==> config.mk <==
export PLATFORM = sky130hd
export DESIGN_NAME = upwind_advection_cell_update
export DESIGN_NICKNAME = d
export VERILOG_FILES = /design/src/rtl/ucu_pkg.sv /design/src/rtl/ucu_diff.sv /design/src/rtl/ucu_flux.sv /design/src/rtl/ucu_scale.sv /design/src/rtl/upwind_advection_cell_update.sv
export SDC_FILE = /design/constraint.sdc
export NUM_CORES = 2
export LEC_CHECK = 0
export CORE_AREA = 4 4 381 383
export CTS_CLUSTER_DIAMETER = 60
export DETAILED_ROUTE_END_ITERATION = 10
export DIE_AREA = 0 0 385 387
export DONT_BUFFER_PORTS = 1
export MAX_ROUTING_LAYER = met4
export PLACE_DENSITY = 0.66
export SLEW_MARGIN = 5
export SYNTH_ARGS = -nofsm -noshare
export SYNTH_HDL_FRONTEND = slang
export SYNTH_SLANG_ARGS = --single-unit
==> constraint.sdc <==
create_clock -name clk -period 8.1 [get_ports clk]
set_input_delay 0.405 -clock clk [delete_from_list [all_inputs] [get_ports clk]]
set_output_delay 0.405 -clock clk [all_outputs]
set_load 0.05 [all_outputs]
==> src/rtl/ucu_pkg.sv <==
// shared types and constants of the upwind advection cell update
// fixed field widths, register codes, stage payload structs
// no dependencies
package ucu_pkg;

    localparam int SAMPLE_W  = 32;   // q16.16 sample
    localparam int COURANT_W = 18;   // signed q1.16 courant number
    localparam int BASE_W    = 33;   // difference of two samples
    localparam int SDIFF_W   = 34;   // difference of two differences
    localparam int MPROD_W   = 52;   // weight times slope difference
    localparam int SCALED_W  = 53;   // interface difference at scale 2^18
    localparam int DQ_W      = 35;   // interface difference at q16.16
    localparam int CPROD_W   = 53;   // courant times interface difference
    localparam int PROD_W    = 37;   // rounded flux term at q16.16
    localparam int RES_W     = 38;   // unclamped result
    localparam int CFG_IDX_W = 2;
    localparam int NUM_STAGES = 5;

    localparam logic [CFG_IDX_W-1:0] REG_COURANT_X  = 2'd0;
    localparam logic [CFG_IDX_W-1:0] REG_COURANT_Y  = 2'd1;
    localparam logic [CFG_IDX_W-1:0] REG_SLOPE_MODE = 2'd2;

    localparam logic signed [COURANT_W:0]  Q_ONE    = 19'sd65536;
    localparam logic signed [SCALED_W-1:0] RND_DIFF = 53'sd131072;
    localparam logic signed [CPROD_W-1:0]  RND_PROD = 53'sd32768;

    localparam logic SLOPE_CONST  = 1'b0;
    localparam logic SLOPE_CENTRE = 1'b1;

    typedef struct packed {
        logic signed [COURANT_W-1:0] courant_x;
        logic signed [COURANT_W-1:0] courant_y;
        logic                        slope_mode;
    } cfg_t;

    // first stage: upwind differences and slope weight
    typedef struct packed {
        logic signed [BASE_W-1:0]    base;
        logic signed [SDIFF_W-1:0]   sdiff;
        logic signed [COURANT_W-1:0] weight;
        logic signed [COURANT_W-1:0] courant;
        logic signed [SAMPLE_W-1:0]  centre;
    } diff_t;

    // third stage: rounded interface difference
    typedef struct packed {
        logic signed [DQ_W-1:0]      dq;
        logic signed [COURANT_W-1:0] courant;
        logic signed [SAMPLE_W-1:0]  centre;
    } flux_t;

endpackage

==> src/rtl/ucu_diff.sv <==
// first pipeline stage: courant select, upwind differences, slope weight
// depends on ucu_pkg
module ucu_diff
    import ucu_pkg::*;
(
    input  logic                       clk,
    input  logic                       ld,
    input  cfg_t                       cfg,
    input  logic                       func,
    input  logic signed [SAMPLE_W-1:0] cell_m2,
    input  logic signed [SAMPLE_W-1:0] cell_m1,
    input  logic signed [SAMPLE_W-1:0] cell_center,
    input  logic signed [SAMPLE_W-1:0] cell_p1,
    input  logic signed [SAMPLE_W-1:0] cell_p2,
    output diff_t                      stage
);

    diff_t                       stage_reg;
    diff_t                       stage_next;
    logic signed [COURANT_W-1:0] c;
    logic                        pos;
    logic signed [BASE_W-1:0]    a, b, s, p, q;
    logic signed [BASE_W-1:0]    d_sb, d_ps, d_pb, d_sa, d_qs;
    logic signed [SDIFF_W-1:0]   slope_pos, slope_neg, slope;
    logic signed [COURANT_W:0]   w_pos, w_neg;

    always_comb
    begin
        c   = func ? cfg.courant_y : cfg.courant_x;
        pos = !c[COURANT_W-1] && (c != '0);
        a = {cell_m2[SAMPLE_W-1], cell_m2};
        b = {cell_m1[SAMPLE_W-1], cell_m1};
        s = {cell_center[SAMPLE_W-1], cell_center};
        p = {cell_p1[SAMPLE_W-1], cell_p1};
        q = {cell_p2[SAMPLE_W-1], cell_p2};
        d_sb = s - b;
        d_ps = p - s;
        d_pb = p - b;
        d_sa = s - a;
        d_qs = q - s;
        slope_pos = {d_pb[BASE_W-1], d_pb} - {d_sa[BASE_W-1], d_sa};
        slope_neg = {d_qs[BASE_W-1], d_qs} - {d_pb[BASE_W-1], d_pb};
        slope = pos ? slope_pos : slope_neg;
        // minus sign of the downwind branch folded into the weight
        w_pos = Q_ONE - {c[COURANT_W-1], c};
        w_neg = -Q_ONE - {c[COURANT_W-1], c};
        stage_next.base    = pos ? d_sb : d_ps;
        stage_next.sdiff   = (cfg.slope_mode == SLOPE_CENTRE) ? slope : '0;
        stage_next.weight  = pos ? w_pos[COURANT_W-1:0] : w_neg[COURANT_W-1:0];
        stage_next.courant = c;
        stage_next.centre  = cell_center;
    end

    always_ff @(posedge clk)
    begin
        if (ld)
        begin
            stage_reg <= stage_next;
        end
    end

    assign stage = stage_reg;

endmodule

==> src/rtl/ucu_flux.sv <==
// second and third pipeline stages: slope product, interface difference rounding
// depends on ucu_pkg
module ucu_flux
    import ucu_pkg::*;
(
    input  logic       clk,
    input  logic [1:0] ld,
    input  diff_t      din,
    output flux_t      dout
);

    logic signed [MPROD_W-1:0]   mprod_reg, mprod_next;
    logic signed [BASE_W-1:0]    base_reg;
    logic signed [COURANT_W-1:0] courant_reg;
    logic signed [SAMPLE_W-1:0]  centre_reg;
    logic signed [SCALED_W-1:0]  scaled;
    flux_t                       flux_reg, flux_next;

    always_comb
    begin
        mprod_next = din.sdiff * din.weight;
    end

    always_comb
    begin
        scaled = {{2{base_reg[BASE_W-1]}}, base_reg, 18'd0}
               + {mprod_reg[MPROD_W-1], mprod_reg} + RND_DIFF;
        flux_next.dq      = scaled[SCALED_W-1:18];
        flux_next.courant = courant_reg;
        flux_next.centre  = centre_reg;
    end

    always_ff @(posedge clk)
    begin
        if (ld[0])
        begin
            mprod_reg   <= mprod_next;
            base_reg    <= din.base;
            courant_reg <= din.courant;
            centre_reg  <= din.centre;
        end
        if (ld[1])
        begin
            flux_reg <= flux_next;
        end
    end

    assign dout = flux_reg;

endmodule

==> src/rtl/ucu_scale.sv <==
// fourth and fifth pipeline stages: courant product, rounding, clamp
// depends on ucu_pkg
module ucu_scale
    import ucu_pkg::*;
(
    input  logic                       clk,
    input  logic [1:0]                 ld,
    input  flux_t                      din,
    output logic signed [SAMPLE_W-1:0] new_value,
    output logic                       saturated
);

    logic signed [CPROD_W-1:0]  cprod_reg, cprod_next;
    logic signed [SAMPLE_W-1:0] centre_reg;
    logic signed [CPROD_W-1:0]  cprod_rnd;
    logic signed [PROD_W-1:0]   prod;
    logic signed [RES_W-1:0]    res;
    logic                       over_hi, over_lo;
    logic signed [SAMPLE_W-1:0] value_reg, value_next;
    logic                       sat_reg, sat_next;

    always_comb
    begin
        cprod_next = din.dq * din.courant;
    end

    always_comb
    begin
        cprod_rnd = cprod_reg + RND_PROD;
        prod      = cprod_rnd[CPROD_W-1:16];
        res       = {{(RES_W-SAMPLE_W){centre_reg[SAMPLE_W-1]}}, centre_reg}
                  - {prod[PROD_W-1], prod};
        over_hi   = !res[RES_W-1] && (res[RES_W-2:SAMPLE_W-1] != '0);
        over_lo   = res[RES_W-1] && !(&res[RES_W-2:SAMPLE_W-1]);
        sat_next  = over_hi || over_lo;
        if (over_hi)
        begin
            value_next = {1'b0, {(SAMPLE_W-1){1'b1}}};
        end
        else if (over_lo)
        begin
            value_next = {1'b1, {(SAMPLE_W-1){1'b0}}};
        end
        else
        begin
            value_next = res[SAMPLE_W-1:0];
        end
    end

    always_ff @(posedge clk)
    begin
        if (ld[0])
        begin
            cprod_reg  <= cprod_next;
            centre_reg <= din.centre;
        end
        if (ld[1])
        begin
            value_reg <= value_next;
            sat_reg   <= sat_next;
        end
    end

    assign new_value = value_reg;
    assign saturated = sat_reg;

endmodule

==> src/rtl/upwind_advection_cell_update.sv <==
// top level of the upwind advection cell update: stream ports, config registers,
// valid and ready control of the five-stage pipeline
// depends on ucu_pkg, ucu_diff, ucu_flux, ucu_scale
//
// usage
//   input stream: one transfer per cell, five neighbouring q16.16 samples along
//   the sweep in s_tdata and the sweep direction in s_tuser
//   output stream: one transfer per input, the updated q16.16 cell value in
//   m_tdata and the clip flag in m_tuser, in input order
//   config: courant_x, courant_y and slope_mode written through cfg_we,
//   cfg_index and cfg_data while the pipeline is empty; unknown index ignored
//   throughput: one cell per cycle unless m_tready stalls the output, through
//   the five register stages (differences, slope product, interface rounding,
//   courant product, clamp)
//   reset: pipeline emptied, all config registers zero
//   stall: when m_tready is low the stages fill up behind the output register;
//   s_tready only drops once every stage holds a cell, nothing is dropped
module upwind_advection_cell_update
    import ucu_pkg::*;
(
    input  logic                      clk,
    input  logic                      rst_n,
    // config write port
    input  logic                      cfg_we,
    input  logic [CFG_IDX_W-1:0]      cfg_index,
    input  logic [COURANT_W-1:0]      cfg_data,
    // input stream
    input  logic                      s_tvalid,
    output logic                      s_tready,
    input  logic [5*SAMPLE_W-1:0]     s_tdata,  // cell_m2, cell_m1, cell_center, cell_p1, cell_p2
    input  logic                      s_tuser,  // func
    // output stream
    output logic                      m_tvalid,
    input  logic                      m_tready,
    output logic [SAMPLE_W-1:0]       m_tdata,  // new_value
    output logic                      m_tuser   // saturated
);

    cfg_t                    cfg_reg;
    logic [NUM_STAGES-1:0]   valid_reg;
    logic [NUM_STAGES:0]     ready;
    logic [NUM_STAGES-1:0]   ld;
    diff_t                   diff_stage;
    flux_t                   flux_stage;
    logic signed [SAMPLE_W-1:0] new_value;
    logic                    saturated;

    // config registers
    always_ff @(posedge clk or negedge rst_n)
    begin
        if (!rst_n)
        begin
            cfg_reg <= '0;
        end
        else if (cfg_we)
        begin
            unique case (cfg_index)
                REG_COURANT_X:  cfg_reg.courant_x  <= cfg_data;
                REG_COURANT_Y:  cfg_reg.courant_y  <= cfg_data;
                REG_SLOPE_MODE: cfg_reg.slope_mode <= cfg_data[0];
                default:        ;
            endcase
        end
    end

    // a stage takes new data when it is empty or its content moves on
    always_comb
    begin
        ready[NUM_STAGES] = m_tready;
        for (int i = NUM_STAGES - 1; i >= 0; i--)
        begin
            ready[i] = !valid_reg[i] || ready[i+1];
        end
        ld[0] = ready[0] && s_tvalid;
        for (int i = 1; i < NUM_STAGES; i++)
        begin
            ld[i] = ready[i] && valid_reg[i-1];
        end
    end

    always_ff @(posedge clk or negedge rst_n)
    begin
        if (!rst_n)
        begin
            valid_reg <= '0;
        end
        else
        begin
            if (ready[0])
            begin
                valid_reg[0] <= s_tvalid;
            end
            for (int i = 1; i < NUM_STAGES; i++)
            begin
                if (ready[i])
                begin
                    valid_reg[i] <= valid_reg[i-1];
                end
            end
        end
    end

    ucu_diff u_diff (
        .clk         (clk),
        .ld          (ld[0]),
        .cfg         (cfg_reg),
        .func        (s_tuser),
        .cell_m2     (s_tdata[SAMPLE_W-1:0]),
        .cell_m1     (s_tdata[2*SAMPLE_W-1:SAMPLE_W]),
        .cell_center (s_tdata[3*SAMPLE_W-1:2*SAMPLE_W]),
        .cell_p1     (s_tdata[4*SAMPLE_W-1:3*SAMPLE_W]),
        .cell_p2     (s_tdata[5*SAMPLE_W-1:4*SAMPLE_W]),
        .stage       (diff_stage)
    );

    ucu_flux u_flux (
        .clk  (clk),
        .ld   (ld[2:1]),
        .din  (diff_stage),
        .dout (flux_stage)
    );

    ucu_scale u_scale (
        .clk       (clk),
        .ld        (ld[4:3]),
        .din       (flux_stage),
        .new_value (new_value),
        .saturated (saturated)
    );

    assign s_tready = ready[0];
    assign m_tvalid = valid_reg[NUM_STAGES-1];
    assign m_tdata  = new_value;
    assign m_tuser  = saturated;

    // a clipped result sits at one of the two range limits
    a_sat_limit: assert property (@(posedge clk) disable iff (!rst_n)
        m_tvalid && m_tuser |-> (m_tdata == 32'h7fffffff || m_tdata == 32'h80000000))
        else $error("saturated result not at a range limit");

    // an empty output register means the whole pipeline can move
    a_ready_empty: assert property (@(posedge clk) disable iff (!rst_n)
        !m_tvalid |-> s_tready)
        else $error("input stalled with empty output stage");

    // input held back only with every stage full and the output stalled
    a_stall_full: assert property (@(posedge clk) disable iff (!rst_n)
        !s_tready |-> (&valid_reg) && !m_tready)
        else $error("input stalled with room in the pipeline");

endmodule

# Yosys cells after proc, flatten, opt, wreduce, memory -nomap -nowiden
# Index checks and enable logic that the tools add are counted.
[totals] word_cells=75 inputBits=186 out_inout_bits=35 register_bits=515
[op_classes] n_eq_ne=2 multipliers=2 add_sub_neg=13 n_mux=5 n_reduce_logical=29
[op_table] op="subtractor 32 x 32 -> 33 bit" count=5
[op_table] op="subtractor 33 x 33 -> 34 bit" count=2
[op_table] op="adder 51 x 52 -> 53 bit" count=1
[op_table] op="adder 53 x 17 -> 53 bit (second input constant)" count=1
[op_table] op="adder 53 x 18 -> 53 bit (second input constant)" count=1
[op_table] op="multiplier 35 x 18 -> 53 bit" count=1
[op_table] op="multiplier 34 x 18 -> 52 bit" count=1
[op_table] op="subtractor 32 x 37 -> 38 bit" count=1
[op_table] op="2-to-1 mux 18 bit" count=2
[op_table] op="2-to-1 mux 34 bit" count=1
[op_table] op="2-to-1 mux 33 bit" count=1
[op_table] op="2-to-1 mux 32 bit" count=1
[op_table] op="nonzero test 18 bit" count=1
[op_table] op="subtractor 17 x 18 -> 18 bit (first input constant)" count=1
[op_table] op="subtractor 18 bit (first input constant)" count=1
[op_table] op="logical AND 1 bit" count=8
[op_table] op="zero test 1 bit" count=8
[op_table] op="logical OR 1 bit" count=6
[op_table] op="AND reduction 2 bit" count=3
[op_table] op="AND reduction 6 bit" count=1
[op_table] op="nonzero test 6 bit" count=1
[op_table] op="equality test 2 x 1 -> 1 bit (second input constant)" count=1
[op_table] op="equality test 2 bit (second input constant)" count=1
[op_table] op="zero test 2 bit" count=1

# Longest topological paths before layout
[depth] ltp_word=7 ltp_mapped=29

# Cells and area by module
# A second synthesis with hierarchy kept.
[unflattened] cells_unflattened=7466 hier_area_um2=72503.3
[by_module_without_submodules] module="ucu_flux" area_each_um2=28125.7 cells_each=2719 instances=1 seq_area_each_um2=6095.8
[by_module_without_submodules] module="ucu_scale" area_each_um2=27306.2 cells_each=2923 instances=1 seq_area_each_um2=3093.0
[by_module_without_submodules] module="ucu_diff" area_each_um2=15378.5 cells_each=1723 instances=1 seq_area_each_um2=4023.9
[by_module_without_submodules] module="upwind_advection_cell_update" area_each_um2=1692.9 cells_each=101 instances=1 seq_area_each_um2=1051.0

# Least setup slack after synthesis
# Ideal clock, no wire load.
[synth_timing] path_type="register to register" start="register u_diff.stage_reg, in the netlist u_diff.stage[97]" end="register u_flux.mprod_reg[51] (data pin)" period_less_slack_ns=6.825 setup_ns=0.260 stages_incl_launch_ff=25 arrival_time_ns=6.565 path_slack_ns=1.275 path_cell_list="edfxtp_1 -> clkbuf_1 -> clkbuf_1 -> nand2_1 -> fa_1 -> fa_1 -> fa_1 -> inv_1 -> fa_1 -> fa_1 -> inv_1 -> fa_1 -> inv_1 -> ha_1 -> a21o_1 -> a21o_1 -> a2111oi_4 -> o211ai_1 -> o211ai_2 -> a31oi_2 -> a41oi_4 -> o221ai_2 -> a2111o_1 -> a31oi_2 -> xnor2_1"
[synth_between] elab_chain_len=1
[synth_lines] element="from (decl)" line="ucu_diff.sv:18" source="diff_t stage_reg;"
[synth_lines] element="from (signal assigned)" line="ucu_diff.sv:58" source="stage_reg <= stage_next;"
[synth_lines] element="multiplier 34 x 18 -> 52 bit" line="ucu_flux.sv:21" source="mprod_next = din.sdiff * din.weight;"
[synth_lines] element="via u_flux.mprod_next[51]" line="ucu_flux.sv:12" source="logic signed [MPROD_W-1:0] mprod_reg, mprod_next;"
[synth_lines] element="to (signal assigned)" line="ucu_flux.sv:37" source="mprod_reg <= mprod_next;"
[synth_lines] element="to (decl)" line="ucu_flux.sv:12"
# The timed path passes the listed nets, and every way through them passes these cells.
# A chain may end at the register's enable or synchronous reset.

# Final worst setup path
[layout_timing] start="register u_diff.stage_reg, in the netlist u_diff.stage[54]" end="register u_flux.mprod_reg[51] (data pin)"
# The elaborated chain is that of the path after synthesis.

==> impl_metrics.csv <==
group,metric,value,unit
status,run_status,"finished, final reports clean",
critical_path,rr_startpoint,"u_diff.stage[54]",
clock_tree,clockRootBuffer,"clkbuf_16",
sta,slew_headroom,29.8,%
floorplan,die_y,387,um
sta,fin_tns_setup,0,ns
global_routing,grt_max_degree,75,
synth,yosysTopAreaCellShare,35.6,%
clock_tree,clkLatencyLatePin,0.69,ns
critical_path,path_cells,"nand2_1 > fa_1 > fa_1 > inv_1 > fa_1 > inv_1 > fa_1 > fa_1 > fa_1 > inv_1 > ha_1 > a21oi_1 > nand2_1 > a2111oi_4 > o211ai_1 > o211ai_2 > a31oi_2 > a41oi_4 > o221ai_2 > a2111o_1 > a31oi_2 > xnor2_1",
global_routing,grt_pass1_vias,52400,
floorplan,io_pins,221,
critical_path,startpoint_type,"flip-flop",
critical_path,worst_ep_required_time,8.52,ns
critical_path,path_class,"reg2reg",
synth,yosysTopAreaCell,"fa_1",
routing,dr.pass1.iters,7,
global_routing,grt.total_usage,26.7,%
sta,skew,0.0614,ns
floorplan,die_w,385,um
synth,ys_async_sr_fraction,8.71,%
final_layout,area_growth,7.65,%
sta,worst_pin_slew,1.05,ns
sta,setup_violations,0,
placed_design,numPortBuffers,0,
job,cap_violations,0,
routing,vias,49900,
clock_tree,cts.clk_slew.worst_paths,0.06,ns
routing,post_drt_wl_per_cell,20.7,um
global_routing,antenna_found_initial,13,
synth,synthCells,7172,
routing,drc,0,
final_layout,nFillCells,12600,
worst_hold_path,hold_end,"u_diff.stage[38]",
sta,period_needed,7.60,ns
synth,synth_nets,9094,
worst_hold_path,holdPathStages,1,
global_routing,grt-ovfl-total,0,
sta,fin_crit_sh,93.8,%
routing,post_drt_via_cell_ratio,5.48,
critical_path,worstPathArrival,8.01,ns
synth,synth.area.top_cells,"fa_1 36%, edfxtp_1 19%, ha_1 8.5%",
floorplan,die_area,0.149,sq mm
critical_path,rrSetupSlack,0.50,ns
critical_path,cp-end-kind,"flip-flop",
synth,syn_avg_cell_area,9.84,sq um
worst_hold_path,min_path_type,"in2reg",
sta,max_freq,132,MHz
synth,syn_area,0.0706,sq mm
clock_tree,cts_buffers,69,
final_layout,largest_reg_flops,134,
synth,synth_seq_cells,482,
clock_tree,holdBufCountCts,54,
floorplan,start_util,49.9,%
synth,ys_seq_area_share,20.2,%
critical_path,cp_common_cell,"fa_1",
clock_tree,cts_htree_levels,3,
final_layout,drive_above_1_share,4.67,%
synth,yosysWarnings,0,
critical_path,slowest_delay,0.84,ns
floorplan,core_area,0.141,sq mm
sta,finalHoldViolations,0,
sta,rsz0062_at_grt,"false",
critical_path,cp_max_fo,18,
routing,drtIter0Drc,3257,
sta,maxSlewViolCount,0,
clock_tree,cts_buffer_depth,3,
critical_path,cp_slowest_cell,"edfxtp_1",
placed_design,dp.final_hpwl,156000,um
critical_path,rr_worst_depth,22,
clock_tree,post_cts_resize_count,0,
clock_tree,cts_tree,"yes",
floorplan,num_rows,138,
global_routing,grt_pass1_wl,298000,um
clock_tree,cts.sinks,482,
synth,synth_flop_cell,"edfxtp_1",
final_layout,fin_nets,9085,
synth,synth.distinct_cells,87,
clock_tree,post_cts_buffers,0,
routing,wl,189000,um
worst_hold_path,min_from,"s_tuser",
critical_path,reg2reg_to,"u_flux.mprod_reg[51]",
synth,synth_edf_count,440,
routing,detail-route-antenna-nets,0,
placed_design,gp_congestion,0.954,
## routing by layer
| metal | vias to the layer above | GRT usage (%) | part of all wire [%] |
|---|---|---|---|
| met1 | 25500 | 33.6 | 40 |
| li1 | 22400 | - | - |
| met3 | 410 | 4.27 | 6.6 |
| met4 | 0 | 11.3 | 5.1 |
| met2 | 1610 | 43.2 | 48 |
| met5 | - | - | 0 |
## cell usage after synthesis, drive strengths merged (6+ instances only)
library cell     n
a221o            8
nand4           34
and3            29
a21o           155
inv           1481
o211ai          23
xnor2          203
and4            17
nor2b           35
nor3            54
nor2           250
o21a            65
mux2            46
a211o            9
edfxtp         440
o21bai          19
o221ai           8
o31a             7
ha             481
and2           484
xor2           111
fa            1255
or3             15
mux2i           15
nand2b          49
a31oi           30
buf             20
dfrtp           42
a2111oi          6
o31ai           25
a311oi          10
or2             12
a31o             7
a211oi          35
nor3b            6
o2111ai          7
nand3           70
a21boi          10
nand2          890
a21oi          241
clkbuf         235
nor4             8
o21ai          161
## how the worst max path moves through the flow
stage,slack (ns),depth (start not counted),endpoint,start
after detailed placement,0.53,22,u_flux.mprod_reg[51],u_diff.stage[54]
after floorplan,1.27,24,u_flux.mprod_reg[51],u_diff.stage[97]
after CTS,0.53,22,u_flux.mprod_reg[51],u_diff.stage[54]
after global placement,0.68,23,u_flux.mprod_reg[51],u_diff.stage[54]
final,0.50,22,u_flux.mprod_reg[51],u_diff.stage[54]
after global routing,0.09,22,u_flux.mprod_reg[51],u_diff.stage[54]
## metrics by stage
| step | worst slack, ns | hold slack [ns] | cells | util, % | cell area, sq um |
|---|---|---|---|---|---|
| 4_1_cts | 0.532 | 0.00773 | 9110 | 53.7 | 76000 |
| 6_report | 0.505 | 0.0636 | 9115 | 53.7 | 76000 |
| 5_1_grt | 0.0948 | 0.0291 | 9114 | 53.7 | 76000 |
| 3_3_place_gp | 0.676 | 0.111 | 8928 | 51.6 | 72900 |
| 3_5_place_dp | 0.534 | 0.111 | 8928 | 51.6 | 72900 |
| 2_1_floorplan | 1.27 | 0.109 | 7172 | - | 70600 |
## cell type report
| type | instances | area, sq um | share of cell area (%) |
|---|---|---|---|
| multi-input combinational | 4954 | 49800 | 65.5 |
| clock buffer | 76 | 1750 | 2.31 |
| antenna | 5 | 12.5 | 0.0165 |
| timing repair buffer | 175 | 1490 | 1.96 |
| sequential | 482 | 14300 | 18.8 |
| inverter | 1481 | 5560 | 7.32 |
| tap | 1890 | 2360 | 3.11 |
| clock inverter | 52 | 738 | 0.971 |
## layout by cell type (no fill, tap or decap), drive strengths merged, types with 9 or more instances in the layout
cell type / n
a21boi: 10
mux2: 46
a311oi: 10
o31ai: 25
buf: 122
o21bai: 19
edfxtp: 440
or2: 12
and4: 17
nand2b: 49
xor2: 111
fa: 1255
a211o: 9
nand4: 34
ha: 481
a211oi: 35
nand2: 890
nand3: 70
o21ai: 161
or3: 15
clkbuf: 76
nor2: 250
a21o: 155
dfrtp: 42
clkinv: 28
a31oi: 30
and2: 484
and3: 29
nor3: 54
a21oi: 241
mux2i: 15
dlygate4sd3: 53
o21a: 65
nor2b: 35
o211ai: 23
inv: 1491
xnor2: 203
## cell families (layout without fill, tap and decap cells)
family / count (synthesis) / count (layout) / synth area share [%]
buffers and inverters: 1736 / 1784 / 9.27
other: 0 / 5 / 0
flip-flops: 482 / 482 / 20.2
AND/OR/NAND/NOR: 1971 / 1971 / 13.3
adder cells (fa/ha/maj): 1736 / 1736 / 44.1
AO/OA/AOI/OAI: 872 / 872 / 8.22
XOR/XNOR: 314 / 314 / 3.90
multiplexers: 61 / 61 / 0.946
## worst max-delay path: cells and delay by family, from the launching register on
family / cells / cell delay [ns]
compound gates: 9 / 2.27
xor+xnor: 1 / 0.08
flops: 1 / 0.84
buf+inv: 3 / 0.18
simple gates: 2 / 0.41
fa+ha+maj: 7 / 3.57
Power is not shown: default switching activity piles up to over one toggle a cycle in this logic, so the estimate is an artifact.
